===== config.mk =====
export PLATFORM = sky130hd
export DESIGN_NAME = link_heartbeat_supervisor_top
export DESIGN_NICKNAME = d
export VERILOG_FILES = /design/src/rtl/core/lhs_pkg.sv /design/src/rtl/core/lhs_div.sv /design/src/rtl/core/link_heartbeat_supervisor_top.sv
export SDC_FILE = /design/constraint.sdc
export NUM_CORES = 1
export LEC_CHECK = 0
export BUFFER_PORTS_ARGS = -buffer_cell sky130_fd_sc_hd__buf_2
export CAP_MARGIN = 30
export CORE_MARGIN = 2
export CORE_UTILIZATION = 55
export DETAILED_ROUTE_END_ITERATION = 12
export GPL_TIMING_DRIVEN = 1
export PLACE_DENSITY = 0.74
export RECOVER_POWER = 100
export SYNTH_ARGS = -nofsm -noshare
export SYNTH_HDL_FRONTEND = slang
export SYNTH_SLANG_ARGS = --single-unit

===== constraint.sdc =====
create_clock -name clk -period 4.5 [get_ports clk]
set_input_delay 0.9 -clock clk [delete_from_list [all_inputs] [get_ports clk]]
set_output_delay 0.9 -clock clk [all_outputs]
set_load 0.05 [all_outputs]

===== src/rtl/core/lhs_pkg.sv =====
// ----------------------------------------------------------------------------
// lhs_pkg: link heartbeat supervisor shared definitions
// Field widths, payload structs, link modes, event codes, controller states
// and the control/status bundles of the serial divider.
// ----------------------------------------------------------------------------
package lhs_pkg;

    localparam int TIME_WIDTH    = 32;
    localparam int COUNT_WIDTH   = 8;
    localparam int DIV_CNT_WIDTH = $clog2(TIME_WIDTH + 1);

    // Largest missed-period count
    localparam logic [COUNT_WIDTH-1:0] COUNT_MAX = {COUNT_WIDTH{1'b1}};

    // Configuration register indexes (paddr[2])
    localparam logic REG_PERIOD    = 1'b0;
    localparam logic REG_THRESHOLD = 1'b1;

    localparam logic [31:0] PERIOD_RESET    = 32'd100;
    localparam logic [7:0]  THRESHOLD_RESET = 8'd3;

    // Item kinds
    localparam logic FUNC_FRAME = 1'b0;
    localparam logic FUNC_TICK  = 1'b1;

    typedef enum logic [1:0] {
        MODE_WAITING   = 2'd0,
        MODE_CONNECTED = 2'd1,
        MODE_DEGRADED  = 2'd2,
        MODE_LOST      = 2'd3
    } mode_t;

    typedef enum logic [1:0] {
        EV_NONE     = 2'd0,
        EV_RESTORED = 2'd1,
        EV_LOST     = 2'd2
    } event_t;

    typedef enum logic [1:0] {
        ST_IDLE,
        ST_DIV,
        ST_WB
    } state_t;

    typedef struct packed {
        logic                  func;
        logic [TIME_WIDTH-1:0] now_ms;
    } in_t;

    typedef struct packed {
        mode_t                  link_state;
        logic                   commands_allowed;
        event_t                 event_code;
        logic [TIME_WIDTH-1:0]  event_time_ms;
        logic [COUNT_WIDTH-1:0] missed_count;
    } out_t;

    typedef struct packed {
        logic                  start;
        logic [TIME_WIDTH-1:0] dividend;
        logic [TIME_WIDTH-1:0] divisor;
    } div_req_t;

    typedef struct packed {
        logic                  busy;
        logic                  done;
        logic [TIME_WIDTH-1:0] quotient;
    } div_rsp_t;

endpackage


===== src/rtl/core/lhs_div.sv =====
// ----------------------------------------------------------------------------
// lhs_div: bit-serial restoring divider
// Shifts one dividend bit into the partial remainder per busy cycle and one
// quotient bit into quo_reg; a zero divisor yields an all-ones quotient.
// ----------------------------------------------------------------------------
module lhs_div
    import lhs_pkg::*;
(
    input  logic     clk,
    input  logic     rst_n,
    input  div_req_t req,
    output div_rsp_t rsp
);

    logic [TIME_WIDTH-1:0]    rem_reg, rem_next;
    logic [TIME_WIDTH-1:0]    quo_reg, quo_next;
    logic [TIME_WIDTH-1:0]    dvs_reg, dvs_next;
    logic [DIV_CNT_WIDTH-1:0] cnt_reg, cnt_next;
    logic                     busy_reg, busy_next;
    logic                     done_reg, done_next;

    logic [TIME_WIDTH:0]      trial;
    logic [TIME_WIDTH:0]      diff;
    logic                     qbit;

    // Trial subtract of the divisor from the shifted remainder
    assign trial = {rem_reg, quo_reg[TIME_WIDTH-1]};
    assign diff  = trial - {1'b0, dvs_reg};
    assign qbit  = (trial >= {1'b0, dvs_reg});

    // Load on start, advance one quotient bit per busy cycle
    always_comb
    begin
        rem_next  = rem_reg;
        quo_next  = quo_reg;
        dvs_next  = dvs_reg;
        cnt_next  = cnt_reg;
        busy_next = busy_reg;
        done_next = 1'b0;
        if (req.start)
        begin
            rem_next  = '0;
            quo_next  = req.dividend;
            dvs_next  = req.divisor;
            cnt_next  = DIV_CNT_WIDTH'(TIME_WIDTH);
            busy_next = 1'b1;
        end
        else if (busy_reg)
        begin
            rem_next = qbit ? diff[TIME_WIDTH-1:0] : trial[TIME_WIDTH-1:0];
            quo_next = {quo_reg[TIME_WIDTH-2:0], qbit};
            cnt_next = cnt_reg - DIV_CNT_WIDTH'(1);
            if (cnt_reg == DIV_CNT_WIDTH'(1))
            begin
                busy_next = 1'b0;
                done_next = 1'b1;
            end
        end
    end

    // Control state
    always_ff @(posedge clk or negedge rst_n)
    begin
        if (!rst_n)
        begin
            busy_reg <= 1'b0;
            done_reg <= 1'b0;
            cnt_reg  <= '0;
        end
        else
        begin
            busy_reg <= busy_next;
            done_reg <= done_next;
            cnt_reg  <= cnt_next;
        end
    end

    // Datapath shift registers
    always_ff @(posedge clk)
    begin
        rem_reg <= rem_next;
        quo_reg <= quo_next;
        dvs_reg <= dvs_next;
    end

    assign rsp.busy     = busy_reg;
    assign rsp.done     = done_reg;
    assign rsp.quotient = quo_reg;

    // A new division never starts on top of a running one
    a_no_restart: assert property (@(posedge clk) disable iff (!rst_n)
        req.start |-> !busy_reg)
        else $error("divider restarted while busy");

    // Done follows the last busy cycle
    a_done_after_busy: assert property (@(posedge clk) disable iff (!rst_n)
        done_reg |-> !busy_reg && $past(busy_reg))
        else $error("divider done without a preceding busy cycle");

    // Busy always has a nonzero remaining bit count
    a_busy_count: assert property (@(posedge clk) disable iff (!rst_n)
        busy_reg |-> cnt_reg != '0)
        else $error("divider busy with an empty bit count");

endmodule


===== src/rtl/core/link_heartbeat_supervisor_top.sv =====
// ----------------------------------------------------------------------------
// link_heartbeat_supervisor_top: link-loss timeout watchdog
// Tracks a link through waiting, connected, degraded and lost from frame
// events and supervision ticks, and reports restore and loss events.
//
//  Channel   Signals                              Transfer when
//  --------  -----------------------------------  ---------------------------
//  input     in_valid, in_stall, in_data          in_valid && !in_stall
//  output    out_valid, out_stall, out_data       out_valid && !out_stall
//  config    psel, penable, pwrite, paddr, ...    psel && penable && pwrite
//
//  A frame, or a tick that is ignored, goes from ST_IDLE straight to ST_WB.
//  An evaluated tick first waits in ST_DIV while the serial divider forms elapsed
//  time / period one quotient bit at a time, then is written back in ST_WB.
//  One item is in work at a time; a finished result waits in the output
//  register while the next item is accepted.
//  Reset is asynchronous and needs no clearing pass.
// ----------------------------------------------------------------------------
module link_heartbeat_supervisor_top
    import lhs_pkg::*;
(
    input  logic        clk,
    input  logic        rst_n,
    input  logic        in_valid,
    output logic        in_stall,
    input  in_t         in_data,
    output logic        out_valid,
    input  logic        out_stall,
    output out_t        out_data,
    input  logic        psel,
    input  logic        penable,
    input  logic        pwrite,
    input  logic [2:0]  paddr,
    input  logic [31:0] pwdata,
    output logic [31:0] prdata,
    output logic        pready
);

    state_t                 state_reg, state_next;
    mode_t                  mode_reg, mode_next;
    logic [TIME_WIDTH-1:0]  last_reg, last_next;
    logic [COUNT_WIDTH-1:0] missed_reg, missed_next;
    logic                   seen_reg, seen_next;
    logic [TIME_WIDTH-1:0]  now_reg, now_next;
    out_t                   res_reg, res_next;
    out_t                   out_reg;
    logic                   out_valid_reg, out_valid_next;
    logic [31:0]            period_reg;
    logic [7:0]             thresh_reg;

    logic                   in_xfer;
    logic                   eval_tick;
    logic                   out_load;
    logic                   cfg_wr;
    logic [COUNT_WIDTH-1:0] missed_sat;
    div_req_t               div_req;
    div_rsp_t               div_rsp;

    lhs_div u_div (
        .clk   (clk),
        .rst_n (rst_n),
        .req   (div_req),
        .rsp   (div_rsp)
    );

    assign in_xfer   = in_valid && !in_stall;
    assign eval_tick = (in_data.func == FUNC_TICK) && seen_reg && (mode_reg != MODE_LOST);

    // Start the divider on the wrapped time since the last frame
    assign div_req.start    = in_xfer && eval_tick;
    assign div_req.dividend = in_data.now_ms - last_reg;
    assign div_req.divisor  = period_reg;

    // Clamp the quotient to the count range
    assign missed_sat = (|div_rsp.quotient[TIME_WIDTH-1:COUNT_WIDTH]) ? COUNT_MAX
                        : div_rsp.quotient[COUNT_WIDTH-1:0];

    // Next controller state
    always_comb
    begin
        state_next = state_reg;
        unique case (state_reg)
            ST_IDLE:
            begin
                if (in_xfer)
                begin
                    state_next = eval_tick ? ST_DIV : ST_WB;
                end
            end
            ST_DIV:
            begin
                if (div_rsp.done)
                begin
                    state_next = ST_WB;
                end
            end
            ST_WB:
            begin
                if (out_load)
                begin
                    state_next = ST_IDLE;
                end
            end
            default: state_next = ST_IDLE;
        endcase
    end

    // Controller outputs
    always_comb
    begin
        in_stall = 1'b1;
        out_load = 1'b0;
        unique case (state_reg)
            ST_IDLE: in_stall = 1'b0;
            ST_DIV:  in_stall = 1'b1;
            ST_WB:   out_load = !out_valid_reg || !out_stall;
            default: in_stall = 1'b1;
        endcase
    end

    // Update link state and form the pending result
    always_comb
    begin
        mode_next   = mode_reg;
        last_next   = last_reg;
        missed_next = missed_reg;
        seen_next   = seen_reg;
        now_next    = now_reg;
        res_next    = res_reg;
        if (in_xfer && !eval_tick)
        begin
            res_next.event_code    = EV_NONE;
            res_next.event_time_ms = '0;
            if (in_data.func == FUNC_FRAME)
            begin
                mode_next   = MODE_CONNECTED;
                last_next   = in_data.now_ms;
                missed_next = '0;
                seen_next   = 1'b1;
                res_next.link_state       = MODE_CONNECTED;
                res_next.commands_allowed = 1'b1;
                res_next.missed_count     = '0;
                if (mode_reg == MODE_LOST)
                begin
                    res_next.event_code    = EV_RESTORED;
                    res_next.event_time_ms = in_data.now_ms;
                end
            end
            else
            begin
                res_next.link_state       = mode_reg;
                res_next.commands_allowed = (mode_reg == MODE_CONNECTED);
                res_next.missed_count     = missed_reg;
            end
        end
        else if (in_xfer)
        begin
            now_next = in_data.now_ms;
        end
        else if (state_reg == ST_DIV && div_rsp.done)
        begin
            missed_next            = missed_sat;
            res_next.missed_count  = missed_sat;
            res_next.event_code    = EV_NONE;
            res_next.event_time_ms = '0;
            priority if (COUNT_WIDTH'(thresh_reg) <= missed_sat)
            begin
                mode_next              = MODE_LOST;
                res_next.event_code    = EV_LOST;
                res_next.event_time_ms = now_reg;
            end
            else if (missed_sat != '0)
            begin
                mode_next = MODE_DEGRADED;
            end
            else
            begin
                // Hold the mode when no period was missed
                mode_next = mode_reg;
            end
            res_next.link_state       = mode_next;
            res_next.commands_allowed = (mode_next == MODE_CONNECTED);
        end
    end

    // Hold the output until taken
    assign out_valid_next = out_load ? 1'b1 : (out_valid_reg && out_stall);

    // Configuration writes; the low address bits are ignored
    assign cfg_wr = psel && penable && pwrite && pready;
    assign pready = 1'b1;
    assign prdata = (paddr[2] == REG_THRESHOLD) ? {24'd0, thresh_reg} : period_reg;

    always_ff @(posedge clk or negedge rst_n)
    begin
        if (!rst_n)
        begin
            period_reg <= PERIOD_RESET;
            thresh_reg <= THRESHOLD_RESET;
        end
        else if (cfg_wr)
        begin
            if (paddr[2] == REG_PERIOD)
            begin
                period_reg <= pwdata;
            end
            else
            begin
                thresh_reg <= pwdata[7:0];
            end
        end
    end

    // Control and link state
    always_ff @(posedge clk or negedge rst_n)
    begin
        if (!rst_n)
        begin
            state_reg     <= ST_IDLE;
            mode_reg      <= MODE_WAITING;
            last_reg      <= '0;
            missed_reg    <= '0;
            seen_reg      <= 1'b0;
            out_valid_reg <= 1'b0;
        end
        else
        begin
            state_reg     <= state_next;
            mode_reg      <= mode_next;
            last_reg      <= last_next;
            missed_reg    <= missed_next;
            seen_reg      <= seen_next;
            out_valid_reg <= out_valid_next;
        end
    end

    // Payload registers
    always_ff @(posedge clk)
    begin
        now_reg <= now_next;
        res_reg <= res_next;
        if (out_load)
        begin
            out_reg <= res_reg;
        end
    end

    assign out_valid = out_valid_reg;
    assign out_data  = out_reg;

    // The divider only runs while the controller waits on it
    a_div_in_state: assert property (@(posedge clk) disable iff (!rst_n)
        div_rsp.busy |-> state_reg == ST_DIV)
        else $error("divider busy outside the divide state");

    // A transfer in closes the input until the result is written back
    a_stall_after_xfer: assert property (@(posedge clk) disable iff (!rst_n)
        in_xfer |=> in_stall)
        else $error("input open right after a transfer");

    // A reported loss always leaves the link lost
    a_loss_mode: assert property (@(posedge clk) disable iff (!rst_n)
        out_valid_reg && out_reg.event_code == EV_LOST |-> out_reg.link_state == MODE_LOST)
        else $error("loss event without lost state");

    // Commands are allowed exactly when connected
    a_cmd_allowed: assert property (@(posedge clk) disable iff (!rst_n)
        out_valid_reg |->
            out_reg.commands_allowed == (out_reg.link_state == MODE_CONNECTED))
        else $error("commands_allowed disagrees with link state");

endmodule

==> results.md <==
* Synth unique cells at 71
* Total power at around 0.013 W
* Antenna diodes at 0
* Dpl ws at 0.766 ns
* Syn nets at 1576
* RSZ-0062 raised after global routing: false
* Synth top area share at 35.7%
* Initial Util at 56.1%
* Worst EP required at 4.89 ns
* Status: finished, violations left
* Starting DRT DRC Count at 877
* Setup slack after layout at 0.654 ns
* Ys async rst share at 30.1%
* Slew headroom at -63.8%
* Vias in the first global route at 10.6k
* Die X at between 150 and 200 um
* Antenna Nets Post-Route at 0
* Setup TNS Final at 0 ns
* Final hold vios at 0
* Flop pwr share at around 36%
* Die height at 173 um
* Clock sinks at 312
* Core ar. at 27900 sq um
* Worst EP arrival at 4.23 ns
* Number of max-cap violations at 5
* VDD IR max at ~370 uV
* Combinational power share at 42.4%
* Most common flop cell mapped by yosys: edfxtp_1
* Cell Int Power at approximately 0.0078 W
* Routability cong. at 0.930
* Worst-path fanout max at 21
* Root Buffer: clkbuf_16
* Crit Path Category: flop to flop
* Layout area overhead at 12.9%
* Worst-Skew Late Latency at between 0.5 and 0.6 ns
* Remaining global-route overflow at 0
* PwrDens at 715 nW/um^2
* Post-layout util at a little over three fifths
* Drt total wl at 33400 um
* Fmax at approximately 260 MHz
* CP Launch Type: flop
* Setup crit end kind: flop
* Worst Skew at 0.0301 ns
* Port bufs at 151
* Cells after Synth at 1426
* Post-CTS setup buffers at 0
* Period utilization at 85.5%
* Largest net degree at the start of global routing at 52
* Fin nets at 1715
* DRC at 0
* Clock Power Share at 21.8%
* Worst Tran Pin Value at 2.46 ns
* First-pass GRT wire length at 55000 um
* Count leader, synth: edfxtp_1
* Global-route usage over all layers at 22.2%
* Drt via density at between 5 and 6
* Drt first pass iters at 8
* Final Critical Period at between 3 and 4 ns
* Post-synth top area cell: edfxtp_1
* CTS tree: yes
* Clock transition at path regs at 0.07 ns
* Clock Tree Buf Depth at 3
* Cts hold-fix bufs at 0
* Routed vias at 11.1k
* Wire length per cell at 17.0 um
* Synth area leaders: edfxtp_1 36%, dfrtp_1 14%, ha_1 5.8%
* Layout cells sized above 1 at 10.1%
* Post_cts resized at 0
* Worst min path class: flop to flop
* Sequential fraction of the synthesis area at 54.8%
* Yosys warns at 0
* Number of synthesized flops with an enable pin at 186
* FP Rows at about 60
* Ports at 155
* Fin. max-slew vios at 175
* Cell Area, Synth at 15700 sq um
* Setup Viol. Count Final at 0
* Net Sw Frac at 38.7%
* Failing checks: max-capacitance violations, max-slew violations
* Leakage at 7.14 nW
* Switching pwr at 0.00490 W
* Post-synth top cells: 186 x edfxtp_1, 122 x o21ai_0, 114 x nand2_1
* Die Area at 29800 sq um
* Synthesized area per cell at around 11 sq um
* HPWL Detailed at 23200 um
* Depth of the CTS H-tree at 1
* Initial antenna violation count at 0
* Cts bufs inserted at 31
* Yosys reg bits at 312
power groups by stage:
stage | clock network (W) | registers [W] | logic, W
after floorplan | 0 | 0.00463 | 0.00413
after global placement | 0 | 0.00452 | 0.00525
after detailed placement | 0 | 0.00456 | 0.00539
after CTS | 0.00281 | 0.00451 | 0.00543
after global routing | 0.00293 | 0.00463 | 0.00598
final | 0.00276 | 0.00453 | 0.00537
metal layers:
| layer | track usage, % | up-vias | wire (um) |
|---|---|---|---|
| met5 | 0 | - | 0 |
| met4 | 5.44 | 0 | 583 |
| met3 | 2.51 | 46 | 1540 |
| met2 | 33.9 | 290 | 14500 |
| met1 | 34.2 | 5291 | 16800 |
| li1 | - | 5484 | - |
per-stage QoR:
step | cell area (sq um) | hold slack (ns) | cells
3_5_place_dp | 16800 | 0.405 | 1910
6_report | 17700 | 0.416 | 1968
3_3_place_gp | 16800 | 0.401 | 1908
2_1_floorplan | 15700 | 0.400 | 1426
5_1_grt | 17700 | 0.423 | 1968
4_1_cts | 17900 | 0.254 | 1968
cells in the final DEF (no fill, tap or decap), types with 47 or more instances in the layout:
master    count
dfrtp_1      88
edfxtp_1    186
ha_1         73
nor2_1       73
o21ai_0     123
inv_1        91
mux2_2       47
clkbuf_1    124
nand2_1     114
a21oi_1     110
kinds of logic (layout without fill, tap and decap cells):
logic type      Yosys count  count (layout)  share of synthesized area [%]
compound gates          388             388                           15.4
mux                      77              77                           5.36
simple gates            372             372                           11.7
xor+xnor                 47              47                           2.63
flops                   312             312                           54.8
fa+ha+maj                75              75                           6.09
other cells               1               1                         0.0239
buf+inv                 154             318                           3.97
worst paths after layout:
kind	cells after the start	startpoint	slack, ns	endpoint
max in group asynchronous	2	rst_n	1.83	period_reg[24]
worst min-delay path	0	res_reg[12]	0.42	out_data[12]
worst min register to register	0	res_reg[12]	0.42	out_data[12]
worst max-delay path	11	u_div.dvs_reg[9]	0.65	u_div.rem_reg[22]
min in group asynchronous	1	rst_n	0.84	mode_reg[1]
worst max register to register	11	u_div.dvs_reg[9]	0.65	u_div.rem_reg[22]
critical path, stage by stage (launching register included):
cell,delay (ns)
edfxtp_1,0.33
inv_1,0.06
ha_1,0.37
nand2_1,0.11
nor2_1,0.24
nand4_1,0.17
or4_1,0.53
a21oi_1,0.16
a211o_1,0.66
clkbuf_2,0.67
mux2i_1,0.26
a211oi_1,0.09
layout make-up:
| cell class | instances | area, sq um |
|---|---|---|
| Tap cell | 378 | 473 |
| Inverter | 92 | 347 |
| Multi-Input combinational cell | 960 | 6460 |
| Clock buffer | 41 | 853 |
| Timing Repair Buffer | 168 | 726 |
| Clock inverter | 17 | 248 |
| Fill cell | 2299 | 10200 |
| Sequential cell | 312 | 8590 |
Note: power is estimated with default switching activity, not from simulation.
